### config.mk
export PLATFORM = sky130hd
export DESIGN_NAME = rational_arithmetic_unit_top
export DESIGN_NICKNAME = d
export VERILOG_FILES = /design/src/rtl/core/rau_pkg.sv /design/src/rtl/core/rau_front.sv /design/src/rtl/core/rau_divider.sv /design/src/rtl/core/rau_back.sv /design/src/rtl/core/rational_arithmetic_unit_top.sv
export SDC_FILE = /design/constraint.sdc
export NUM_CORES = 2
export LEC_CHECK = 0
export ABC_AREA = 1
export BUFFER_PORTS_ARGS = -buffer_cell sky130_fd_sc_hd__buf_2
export CAP_MARGIN = 15
export CELL_PAD_IN_SITES_DETAIL_PLACEMENT = 0
export CELL_PAD_IN_SITES_GLOBAL_PLACEMENT = 1
export CORE_AREA = 2 2 440 442
export DETAILED_ROUTE_END_ITERATION = 6
export DIE_AREA = 0 0 442 444
export PLACE_DENSITY = 0.83
export SYNTH_ARGS = -nofsm -noshare
export SYNTH_HDL_FRONTEND = slang
export SYNTH_SLANG_ARGS = --single-unit
### constraint.sdc
create_clock -name clk -period 9.4 [get_ports clk]
set_input_delay 0 -clock clk [delete_from_list [all_inputs] [get_ports clk]]
set_output_delay 0 -clock clk [all_outputs]
set_load 0.02 [all_outputs]
### src/rtl/core/rau_pkg.sv
package rau_pkg;

	localparam int unsigned WordBits = 32;
	localparam int unsigned CntBits  = 6;

	typedef logic [WordBits-1:0] word_t;

	typedef enum logic [3:0] {
		CMD_ADD   = 4'd0,
		CMD_SUB   = 4'd1,
		CMD_RSUB  = 4'd2,
		CMD_MUL   = 4'd3,
		CMD_DIV   = 4'd4,
		CMD_NEG   = 4'd5,
		CMD_RECIP = 4'd6,
		CMD_NORM  = 4'd7,
		CMD_CMP   = 4'd8
	} cmd_t;

	// classified transaction handed from front to back
	typedef struct packed {
		logic  frac;
		logic  cmp;
		word_t p0;
		word_t p1;
		word_t q0;
		word_t q1;
		logic  add;
	} job_t;

	typedef struct packed {
		word_t num;
		word_t den;
		word_t diff;
		logic  less;
		logic  equal;
	} res_t;

	function automatic word_t wneg(input word_t x);
		return word_t'(0) - x;
	endfunction

endpackage

### src/rtl/core/rau_front.sv
module rau_front import rau_pkg::*; (
	input  logic  clk,
	input  logic  arst_n,
	input  logic  in_valid,
	output logic  in_ready,
	input  logic [3:0] cmd,
	input  word_t a_num,
	input  word_t a_den,
	input  word_t b_num,
	input  word_t b_den,
	output logic  job_valid,
	input  logic  job_ready,
	output job_t  job
);

	logic  full_q;
	job_t  job_q;
	word_t inv_n, inv_d;
	job_t  nxt;

	assign in_ready  = !full_q || job_ready;
	assign job_valid = full_q;
	assign job       = job_q;

	// select multiplier operands per command
	always_comb begin
		inv_n = b_num[WordBits-1] ? wneg(b_den) : b_den;
		inv_d = b_num[WordBits-1] ? wneg(b_num) : b_num;
		nxt      = '0;
		nxt.frac = 1'b1;
		nxt.add  = 1'b0;
		case (cmd)
			CMD_ADD: begin
				nxt.p0 = a_num; nxt.p1 = b_den; nxt.q0 = a_den; nxt.q1 = b_num;
				nxt.add = 1'b1;
			end
			CMD_SUB: begin
				nxt.p0 = a_num; nxt.p1 = b_den; nxt.q0 = a_den; nxt.q1 = wneg(b_num);
				nxt.add = 1'b1;
			end
			CMD_RSUB: begin
				nxt.p0 = wneg(a_num); nxt.p1 = b_den; nxt.q0 = a_den; nxt.q1 = b_num;
				nxt.add = 1'b1;
			end
			CMD_MUL: begin
				nxt.p0 = a_num; nxt.p1 = b_num; nxt.q0 = a_den; nxt.q1 = b_den;
			end
			CMD_DIV: begin
				nxt.p0 = a_num; nxt.p1 = inv_n; nxt.q0 = a_den; nxt.q1 = inv_d;
			end
			CMD_NEG: begin
				nxt.p0 = wneg(a_num); nxt.p1 = word_t'(1); nxt.q0 = a_den;
				nxt.q1 = word_t'(1);
			end
			CMD_RECIP: begin
				nxt.p0 = a_num[WordBits-1] ? wneg(a_den) : a_den; nxt.p1 = word_t'(1);
				nxt.q0 = a_num[WordBits-1] ? wneg(a_num) : a_num; nxt.q1 = word_t'(1);
			end
			CMD_NORM: begin
				nxt.p0 = a_num; nxt.p1 = word_t'(1); nxt.q0 = a_den; nxt.q1 = word_t'(1);
			end
			CMD_CMP: begin
				nxt.frac = 1'b0; nxt.cmp = 1'b1;
				nxt.p0 = a_num; nxt.p1 = b_den; nxt.q0 = b_num; nxt.q1 = a_den;
			end
			default: begin
				nxt.frac = 1'b0;
			end
		endcase
	end

	// hold one classified transaction
	always_ff @(posedge clk or negedge arst_n) begin
		if (!arst_n) begin
			full_q <= 1'b0;
		end else if (in_ready) begin
			full_q <= in_valid;
		end
	end

	always_ff @(posedge clk) begin
		if (in_ready && in_valid) begin
			job_q <= nxt;
		end
	end

endmodule

### src/rtl/core/rau_divider.sv
module rau_divider import rau_pkg::*; (
	input  logic  clk,
	input  logic  arst_n,
	input  logic  start,
	input  word_t dividend,
	input  word_t divisor,
	output logic  done,
	output word_t quot,
	output word_t rem
);

	logic [CntBits-1:0] cnt_q;
	logic  busy_q;
	word_t q_q, r_q, d_q;
	logic [WordBits:0] trial;
	word_t r_sh;

	assign r_sh  = {r_q[WordBits-2:0], q_q[WordBits-1]};
	assign trial = {r_q[WordBits-1], r_sh} - {1'b0, d_q};
	assign quot  = q_q;
	assign rem   = r_q;
	assign done  = busy_q && (cnt_q == '0);

	// restoring division, one quotient bit a cycle
	always_ff @(posedge clk or negedge arst_n) begin
		if (!arst_n) begin
			busy_q <= 1'b0;
			cnt_q  <= '0;
		end else if (start) begin
			busy_q <= 1'b1;
			cnt_q  <= CntBits'(WordBits);
		end else if (busy_q && cnt_q != '0) begin
			cnt_q <= cnt_q - CntBits'(1);
		end else begin
			busy_q <= 1'b0;
		end
	end

	always_ff @(posedge clk) begin
		if (start) begin
			q_q <= dividend;
			r_q <= '0;
			d_q <= divisor;
		end else if (busy_q && cnt_q != '0) begin
			if (!trial[WordBits]) begin
				r_q <= trial[WordBits-1:0];
				q_q <= {q_q[WordBits-2:0], 1'b1};
			end else begin
				r_q <= r_sh;
				q_q <= {q_q[WordBits-2:0], 1'b0};
			end
		end
	end

endmodule

### src/rtl/core/rau_back.sv
module rau_back import rau_pkg::*; (
	input  logic clk,
	input  logic arst_n,
	input  logic job_valid,
	output logic job_ready,
	input  job_t job,
	output logic res_valid,
	input  logic res_ready,
	output res_t res
);

	typedef enum logic [6:0] {
		ST_IDLE = 7'b0000001,
		ST_MUL  = 7'b0000010,
		ST_SUM  = 7'b0000100,
		ST_GCD  = 7'b0001000,
		ST_DIVN = 7'b0010000,
		ST_DIVD = 7'b0100000,
		ST_OUT  = 7'b1000000
	} state_t;

	state_t state_q;
	job_t   job_q;
	word_t  m0_q, m1_q, x_q, y_q, g_q, qn_q;
	word_t  frac_n, frac_d;
	logic   sign_q;
	res_t   res_q;
	res_t   sum_res;
	logic   start;
	word_t  dv_a, dv_b, quot, rem, mag;
	logic   done;

	assign job_ready = (state_q == ST_IDLE);
	assign res_valid = (state_q == ST_OUT);
	assign res       = res_q;
	assign mag       = frac_n[WordBits-1] ? wneg(frac_n) : frac_n;

	rau_divider u_div (
		.clk(clk), .arst_n(arst_n), .start(start), .dividend(dv_a), .divisor(dv_b),
		.done(done), .quot(quot), .rem(rem)
	);

	// drive the shared divider from the state
	always_comb begin
		start = 1'b0;
		dv_a  = x_q;
		dv_b  = y_q;
		case (state_q)
			ST_SUM: begin
				// gcd(m, 0) is m, so a zero denominator goes straight to m / m
				start = job_q.frac && !(mag == '0 && frac_d == '0);
				dv_a  = mag;
				dv_b  = (frac_d == '0) ? mag : frac_d;
			end
			ST_GCD: begin
				// next Euclid step, or the magnitude over the gcd once it is found
				start = done;
				dv_a  = (rem != '0) ? y_q : mag;
				dv_b  = (rem != '0) ? rem : y_q;
			end
			ST_DIVN: begin
				start = done;
				dv_a  = frac_d;
				dv_b  = g_q;
			end
			default: begin
				start = 1'b0;
			end
		endcase
	end

	// sequence products, gcd and exact divisions
	always_ff @(posedge clk or negedge arst_n) begin
		if (!arst_n) begin
			state_q <= ST_IDLE;
		end else begin
			case (state_q)
				ST_IDLE: if (job_valid) state_q <= ST_MUL;
				ST_MUL:  state_q <= ST_SUM;
				ST_SUM: begin
					if (!job_q.frac) state_q <= ST_OUT;
					else if (mag == '0 && frac_d == '0) state_q <= ST_OUT;
					else if (frac_d == '0) state_q <= ST_DIVN;
					else state_q <= ST_GCD;
				end
				ST_GCD:  if (done && rem == '0) state_q <= ST_DIVN;
				ST_DIVN: if (done) state_q <= ST_DIVD;
				ST_DIVD: if (done) state_q <= ST_OUT;
				ST_OUT:  if (res_ready) state_q <= ST_IDLE;
				default: state_q <= ST_IDLE;
			endcase
		end
	end

	// compare fields; fractions start from zero and 0/0 stays that way
	always_comb begin
		sum_res = '0;
		if (job_q.cmp) begin
			sum_res.diff  = m0_q - m1_q;
			sum_res.equal = (m0_q == m1_q);
			sum_res.less  = ($signed(m0_q) < $signed(m1_q));
		end
	end

	always_ff @(posedge clk) begin
		case (state_q)
			ST_IDLE: if (job_valid) job_q <= job;
			ST_MUL: begin
				m0_q <= word_t'(job_q.p0 * job_q.p1);
				m1_q <= word_t'(job_q.q0 * job_q.q1);
			end
			ST_SUM: begin
				res_q  <= sum_res;
				x_q    <= mag;
				y_q    <= frac_d;
				g_q    <= mag;
				sign_q <= frac_n[WordBits-1];
			end
			ST_GCD: begin
				if (done) begin
					y_q <= rem;
					g_q <= y_q;
				end
			end
			ST_DIVN: begin
				// first pass divides magnitude by gcd
				if (done) qn_q <= quot;
			end
			ST_DIVD: begin
				if (done) begin
					res_q.num <= sign_q ? wneg(qn_q) : qn_q;
					res_q.den <= quot;
				end
			end
			default: begin
			end
		endcase
	end

	// fraction operands after products
	always_comb begin
		frac_n = job_q.add ? m0_q + m1_q : m0_q;
		frac_d = job_q.add ? word_t'(job_q.p1 * job_q.q0) : m1_q;
	end

endmodule

### src/rtl/core/rational_arithmetic_unit_top.sv
// Channel | Ports                                  | Handshake
// in      | cmd a_num a_den b_num b_den            | push / full
// out     | res_num res_den cross_diff is_less ... | pop / empty
// Compare and unused codes do not use the divider. A fraction transaction
// uses the shared restoring divider once per Euclid step (at most about 46)
// and twice more for the exact divisions. The front holds one classified
// transaction so a new push lands while the back works. Reset clears all
// control state. A stalled result holds on the ports until popped.
module rational_arithmetic_unit_top import rau_pkg::*; (
	input  logic        clk,
	input  logic        arst_n,
	input  logic        push,
	output logic        full,
	input  logic [3:0]  cmd,
	input  logic signed [31:0] a_num,
	input  logic [31:0] a_den,
	input  logic signed [31:0] b_num,
	input  logic [31:0] b_den,
	output logic        empty,
	input  logic        pop,
	output logic signed [31:0] res_num,
	output logic [31:0] res_den,
	output logic signed [31:0] cross_diff,
	output logic        is_less,
	output logic        is_equal
);

	logic job_valid, job_ready, in_ready, res_valid;
	job_t job;
	res_t res;

	assign full = !in_ready;
	assign empty = !res_valid;
	assign res_num = res.num;
	assign res_den = res.den;
	assign cross_diff = res.diff;
	assign is_less = res.less;
	assign is_equal = res.equal;

	rau_front u_front (
		.clk(clk), .arst_n(arst_n), .in_valid(push), .in_ready(in_ready), .cmd(cmd),
		.a_num(a_num), .a_den(a_den), .b_num(b_num), .b_den(b_den),
		.job_valid(job_valid), .job_ready(job_ready), .job(job)
	);

	rau_back u_back (
		.clk(clk), .arst_n(arst_n), .job_valid(job_valid), .job_ready(job_ready),
		.job(job), .res_valid(res_valid), .res_ready(pop), .res(res)
	);

endmodule

Word level (Yosys, flattened, before mapping) --
Cells that the tools add are included.
Word-level totals: RAM bits 0, memories kept 0, logic and storage cells 140, bits in read-only memories 0, output and inout bits 100, register bits after elaboration 664, bits of input ports 136, latch bits 0
Cells by class: reduce and logical (&&, ||, !) cells 29, mux-type cells 41, order comparisons 1, shifts and indexed selects 0, add/subtract/negate cells 10, bitwise operators 0, multipliers 3, div/mod/pow operators 0, equality and inequality tests 23
Operators with widths (count):
- 128-bit one-hot mux with 9 select lines | 1
- 32-bit two-way mux | 16
- 32-bit one-hot mux with 3 select lines | 2
- 1-bit by 32-bit subtractor with 32-bit output, first input constant | 6
- 32-bit one-hot mux with 2 select lines | 2
- 64-bit one-hot mux with 2 select lines | 1
- 32-bit logical NOT | 3
- 32-bit by 32-bit multiplier with 32-bit output | 3
- 64-bit two-way mux | 1
- 7-bit two-way mux | 7
- 7-bit one-hot mux with 7 select lines | 1
- 33-bit by 32-bit subtractor with 33-bit output | 1
- 32-bit adder | 1
- 32-bit == test | 1
- 32-bit less-than comparator | 1
- 32-bit nonzero test | 1
- 32-bit subtractor | 1
- 4-bit by 3-bit == test with 1-bit output, second input constant | 4
- 6-bit two-way mux | 2
- 2-bit by 1-bit != test with 1-bit output, second input constant | 5
- 4-bit by 2-bit == test with 1-bit output, second input constant | 2
- 2-bit AND reduction | 4
- 8-bit OR reduction | 1
- 7-bit by 1-bit == test with 1-bit output, second input constant | 1
- other kinds (23) | 39

Longest topological paths before layout --
depth after elaboration 10, mapped depth 42, gate-level depth less buffers 38

Hierarchy --
From an unflattened synthesis, not the netlist that was laid out.
Second synthesis, totals: cells, all modules 11462, area, all modules 89447.0 µm²
Modules (own cells, without submodules):
- rau_back | sequential area each 12848.6 µm², times used 1, area each 72147.9 µm², cells each 8923
- rau_front | sequential area each 3958.8 µm², times used 1, area each 10377.5 µm², cells each 1502
- rau_divider | sequential area each 2737.6 µm², times used 1, area each 6914.1 µm², cells each 1035
- rational_arithmetic_unit_top | sequential area each 0.0 µm², times used 1, area each 7.5 µm², cells each 2

Worst setup path after synthesis --
OpenSTA, ideal clock, no wires.
kind register -> register, start register u_back.job_q[35] (netlist bit), end register u_back.u_div.q_q[0], in the netlist u_back.u_div.quot[0] (enable), arrival 8342 ps, setup time 389 ps, stages on the path, launching flop included 39, path slack 668 ps, path through edfxtp_1 > clkbuf_1 > clkbuf_1 > buf_1 > nand2_1 > fa_1 > fa_1 > fa_1 > fa_1 > fa_1 > inv_1 > fa_1 > inv_1 > fa_1 > fa_1 > inv_1 > ha_1 > nand2_1 > [3 not listed] > inv_1 > o21ai_0 > nand2_1 > nand2_1 > inv_1 > or2_2 > nand3_1 > nand2_1 > nand4_1 > nor2_1 > nand2_1 > nor2_2 > nand3_2 > nand2_4 > nand2_4 > buf_6 > inv_1 > nand2_1
Between the ends: cells in the longest elaborated chain, start to end 8
Ends and longest elaborated chain:
- start, declared | line rau_back.sv:23 | job_t job_q;
- start signal, assigned | line rau_back.sv:107 | ST_IDLE: if (job_valid) job_q <= job;
- 32-bit by 32-bit multiplier with 32-bit output | line rau_back.sv:143 | frac_d = job_q.add ? word_t'(job_q.p1 * job_q.q0) : m1_q;
- 32-bit two-way mux | line rau_back.sv:143
- 32-bit logical NOT | line rau_back.sv:51 | start = job_q.frac && !(mag == '0 && frac_d == '0);
- 1-bit logical AND | line rau_back.sv:51
- 1-bit logical NOT | line rau_back.sv:51
- 1-bit logical AND | line rau_back.sv:51
- 1-bit one-hot mux with 2 select lines | line rau_back.sv:48 | case (state_q)
- 2-bit nonzero test (no source line)
- end signal, assigned | line rau_divider.sv:41 | q_q <= dividend;
- end signal, assigned | line rau_divider.sv:47 | q_q <= {q_q[WordBits-2:0], 1'b1};
- end signal, assigned | line rau_divider.sv:50 | q_q <= {q_q[WordBits-2:0], 1'b0};
- end, declared | line rau_divider.sv:14 | word_t q_q, r_q, d_q;
No other way between the ends. A chain may end at the register's enable or synchronous reset.

Worst setup path after layout --
start register u_back.job_q[40] (netlist bit), end register u_back.u_div.d_q[31] (enable)
Between the ends: cells in the longest elaborated chain, start to end 7
Ends and longest elaborated chain:
- 32-bit by 32-bit multiplier with 32-bit output | line rau_back.sv:143
- 32-bit two-way mux | line rau_back.sv:143
- 32-bit logical NOT | line rau_back.sv:51
- 1-bit logical AND | line rau_back.sv:51
- 1-bit logical NOT | line rau_back.sv:51
- 1-bit logical AND | line rau_back.sv:51
- 1-bit one-hot mux with 2 select lines | line rau_back.sv:48
- end signal, assigned | line rau_divider.sv:43 | d_q <= divisor;
- end, declared | line rau_divider.sv:14
No other way between the ends.

==> flow_summary.json <==
{
  "worstSetupEndpointType": "flop",
  "crit_family": "adder cells",
  "outcome": "complete, but fails checks",
  "core_area_um2": 192000,
  "io_pins": 236,
  "hold_viol_final": 0,
  "violations": "design-rule violations",
  "drive_gt1_share_pct": 6.15,
  "gr-usage-all-layers_pct": 29.2,
  "crit_buf_inv": 5,
  "tns_ps": 0,
  "post-route-period-util_pct": 95.3,
  "cts_max_path_buffers": 3,
  "ys.flop_type": "edfxtp_1",
  "dp_hpwl_mm": 229,
  "yosysTopAreaCellShare_pct": 28.6,
  "area.growth.synth_to_final_pct": 10.3,
  "drt_iter0_markers": 6786,
  "first_pass_iters": 7,
  "netlist_area_um2": 85900,
  "yosysSeqAreaShare_pct": 22.8,
  "clk_pin_slew_ps": 70,
  "htree_levels": 3,
  "start_util_pct": 44.8,
  "overflow": 0,
  "cp-start-kind": "flop",
  "async_flop_share_pct": 2.26,
  "syn-num-nets": 12300,
  "synth-warning-count": 0,
  "numClockSinks": 664,
  "synth_top_area_cell": "fa_1",
  "clock_skew_ps": 67.6,
  "clockRootBuffer": "clkbuf_16",
  "wl_per_cell_um": 21.5,
  "min_path_cells": 3,
  "cp.required_ps": 9740,
  "ys_types": 66,
  "die_y_um": 444,
  "reg2reg_depth": 31,
  "multi_input_area_um2": 55200,
  "grt_antenna_before_repair": 4,
  "timing.final.max_slew_violations": 0,
  "worst_r2r_endpoint": "u_back.u_div.d_q[31]$_DFFE_PP_",
  "die_w_um": 442,
  "gp_congestion": 0.963,
  "rows": 161,
  "insertion_delay_ps": 750,
  "cts_tree": "built",
  "r2r_setup_slack_ps": 450,
  "cp.arrival_ps": 9300,
  "grt_pass1_vias": 72000,
  "ant_nets": 0,
  "hold_path_end": "u_back.state_q[6]$_DFFE_PN0P_",
  "fin_nets": 12600,
  "grt_pass1_wl_mm": 438,
  "ys_ff_latch": 664,
  "cpPeakStageDelay_ps": 790,
  "cap_violations": 0,
  "port_buffers": 235,
  "slew-limit-headroom_pct": 30.1,
  "cts_resized": 0,
  "routed_wl_mm": 287,
  "hold_class": "input pin to flop",
  "synth-edff-count": 617,
  "path_class": "flop to flop",
  "rsz0062_at_grt": "false",
  "cts_buffers": 72,
  "post_drt_via_cell_ratio": 5.36,
  "timing.fmax_mhz": 112,
  "path_common_cell": "fa_1",
  "slowest_stage": "edfxtp_1",
  "setup_violations": 0,
  "hold_start": "pop",
  "grt_max_degree": 79,
  "fillers": 18200,
  "synth_area_per_cell_um2": 8.18,
  "vias": 71500,
  "dieArea_um2": 196000,
  "seqCellArea_um2": 19500,
  "worstMarginPinSlew_ps": 1040,
  "drc": 2,
  "netlist_instances": 10500,
  "startpoint": "u_back.job_q[40]$_DFFE_PP_",
  "r2r_start": "u_back.job_q[40]$_DFFE_PP_",
  "period_needed_ps": 8950,
  "synthTopCellsByArea": "fa_1 29%, edfxtp_1 22%, nand2_1 12%",
  "critPathMaxFanout": 40
}
[layout by cell type (no fill, tap or decap), types with 80 or more instances in the layout]
cell and count:
o21ai_0 412, o221ai_1 80, xor2_1 169, nand2_1 2670
fa_1 1227, nand3_1 278, nor3_1 99, buf_2 235
inv_1 2439, a21oi_1 395, nor2_1 422, buf_4 202
xnor2_1 138, dlygate4sd3_1 231, ha_1 473, edfxtp_1 617
[area by class of cell]
| cell class | instances | share of cell area [%] |
|---|---|---|
| clock buffer | 85 | 1.99 |
| antenna | 2 | 0.00528 |
| multi-input combinational | 6875 | 58.3 |
| clock inverter | 48 | 0.676 |
| sequential | 664 | 20.6 |
| inverter | 2460 | 9.75 |
| timing repair buffer | 671 | 5.35 |
| tap | 2526 | 3.34 |
[cells by family (layout without fill, tap and decap cells)]
kind of cell / count (synthesis) / after routing / share of synthesized area (%)
AO/OA/AOI/OAI: 1188 / 1188 / 8.17
XOR/XNOR: 308 / 308 / 3.15
adder cells (fa/ha/maj): 1700 / 1700 / 35.5
buffers and inverters: 2964 / 3264 / 13.1
flip-flops: 664 / 664 / 22.8
other: 0 / 2 / 0
AND/OR/NAND/NOR: 3679 / 3679 / 17.4
[worst min-delay path: stages]
cell,delay (ps)
dlygate4sd3_1,530
buf_2,110
o21ai_0,70
[per-stage QoR]
step / hold WS [ps] / util, % / worst slack (ps) / std cells / cell area (um2)
4_1_cts: 23.3 / 49.5 / 544 / 13300 / 94700
6_report: 69.1 / 49.5 / 446 / 13300 / 94700
2_1_floorplan: -296 / - / 668 / 10500 / 85900
3_3_place_gp: -69.9 / 46.9 / 617 / 13000 / 89900
5_1_grt: 67.8 / 49.5 / 6.82 / 13300 / 94700
3_5_place_dp: -67.3 / 46.9 / 559 / 13000 / 89900
[synth_stat cells, types with 32 or more instances]
| master | instances |
|---|---|
| nand2_1 | 2672 |
| inv_1 | 2440 |
| fa_1 | 1227 |
| edfxtp_1 | 617 |
| ha_1 | 473 |
| nor2_1 | 432 |
| o21ai_0 | 413 |
| a21oi_1 | 396 |
| clkbuf_1 | 365 |
| nand3_1 | 278 |
| xor2_1 | 169 |
| xnor2_1 | 138 |
| nor3_1 | 99 |
| buf_1 | 92 |
| o221ai_1 | 80 |
| nand4_1 | 71 |
| o211ai_1 | 55 |
| a22oi_1 | 45 |
| buf_2 | 41 |
| o21bai_1 | 36 |
| o2111ai_1 | 35 |
| dfxtp_1 | 32 |
| nor4_1 | 32 |
[state kept, by name (all words and copies together), names as in the netlist, 6 cells and up]
name                flops
u_front.job           131
u_back.g_q             32
u_back.y_q             32
u_back.job_q          131
u_back.m0_q            32
u_back.res             98
u_back.u_div.quot      32
u_back.qn_q            32
u_back.state_q          7
u_back.u_div.cnt_q      6
u_back.u_div.d_q       32
u_back.x_q             32
u_back.m1_q            32
u_back.u_div.rem       32
[worst max path at each step]
stage	endpoint	slack, ps	cells after the start
after floorplan	u_back.u_div.quot[0]$_DFFE_PP_	670	38
after global placement	u_back.u_div.d_q[29]$_DFFE_PP_	620	31
after detailed placement	u_back.u_div.d_q[29]$_DFFE_PP_	560	26
after CTS	u_back.u_div.d_q[17]$_DFFE_PP_	540	31
after global routing	u_back.u_div.quot[29]$_DFFE_PP_	7	34
final	u_back.u_div.d_q[31]$_DFFE_PP_	450	31
[routing by layer]
layer | global-route usage [%] | share of wire [%]
met1 | 38.4 | 40
met2 | 46.8 | 45
met3 | 3.87 | 7.6
met4 | 16.3 | 6.6
met5 | 0 | 0.012
[timing repair]
action,4_1_cts,5_1_grt
hold endpoints to repair,148,0
hold buffers,231,0
buffers inserted,0,0
Power is left out: the tool's default activity adds up to more than one toggle a clock period on the data nets, which glitch-free logic cannot reach.
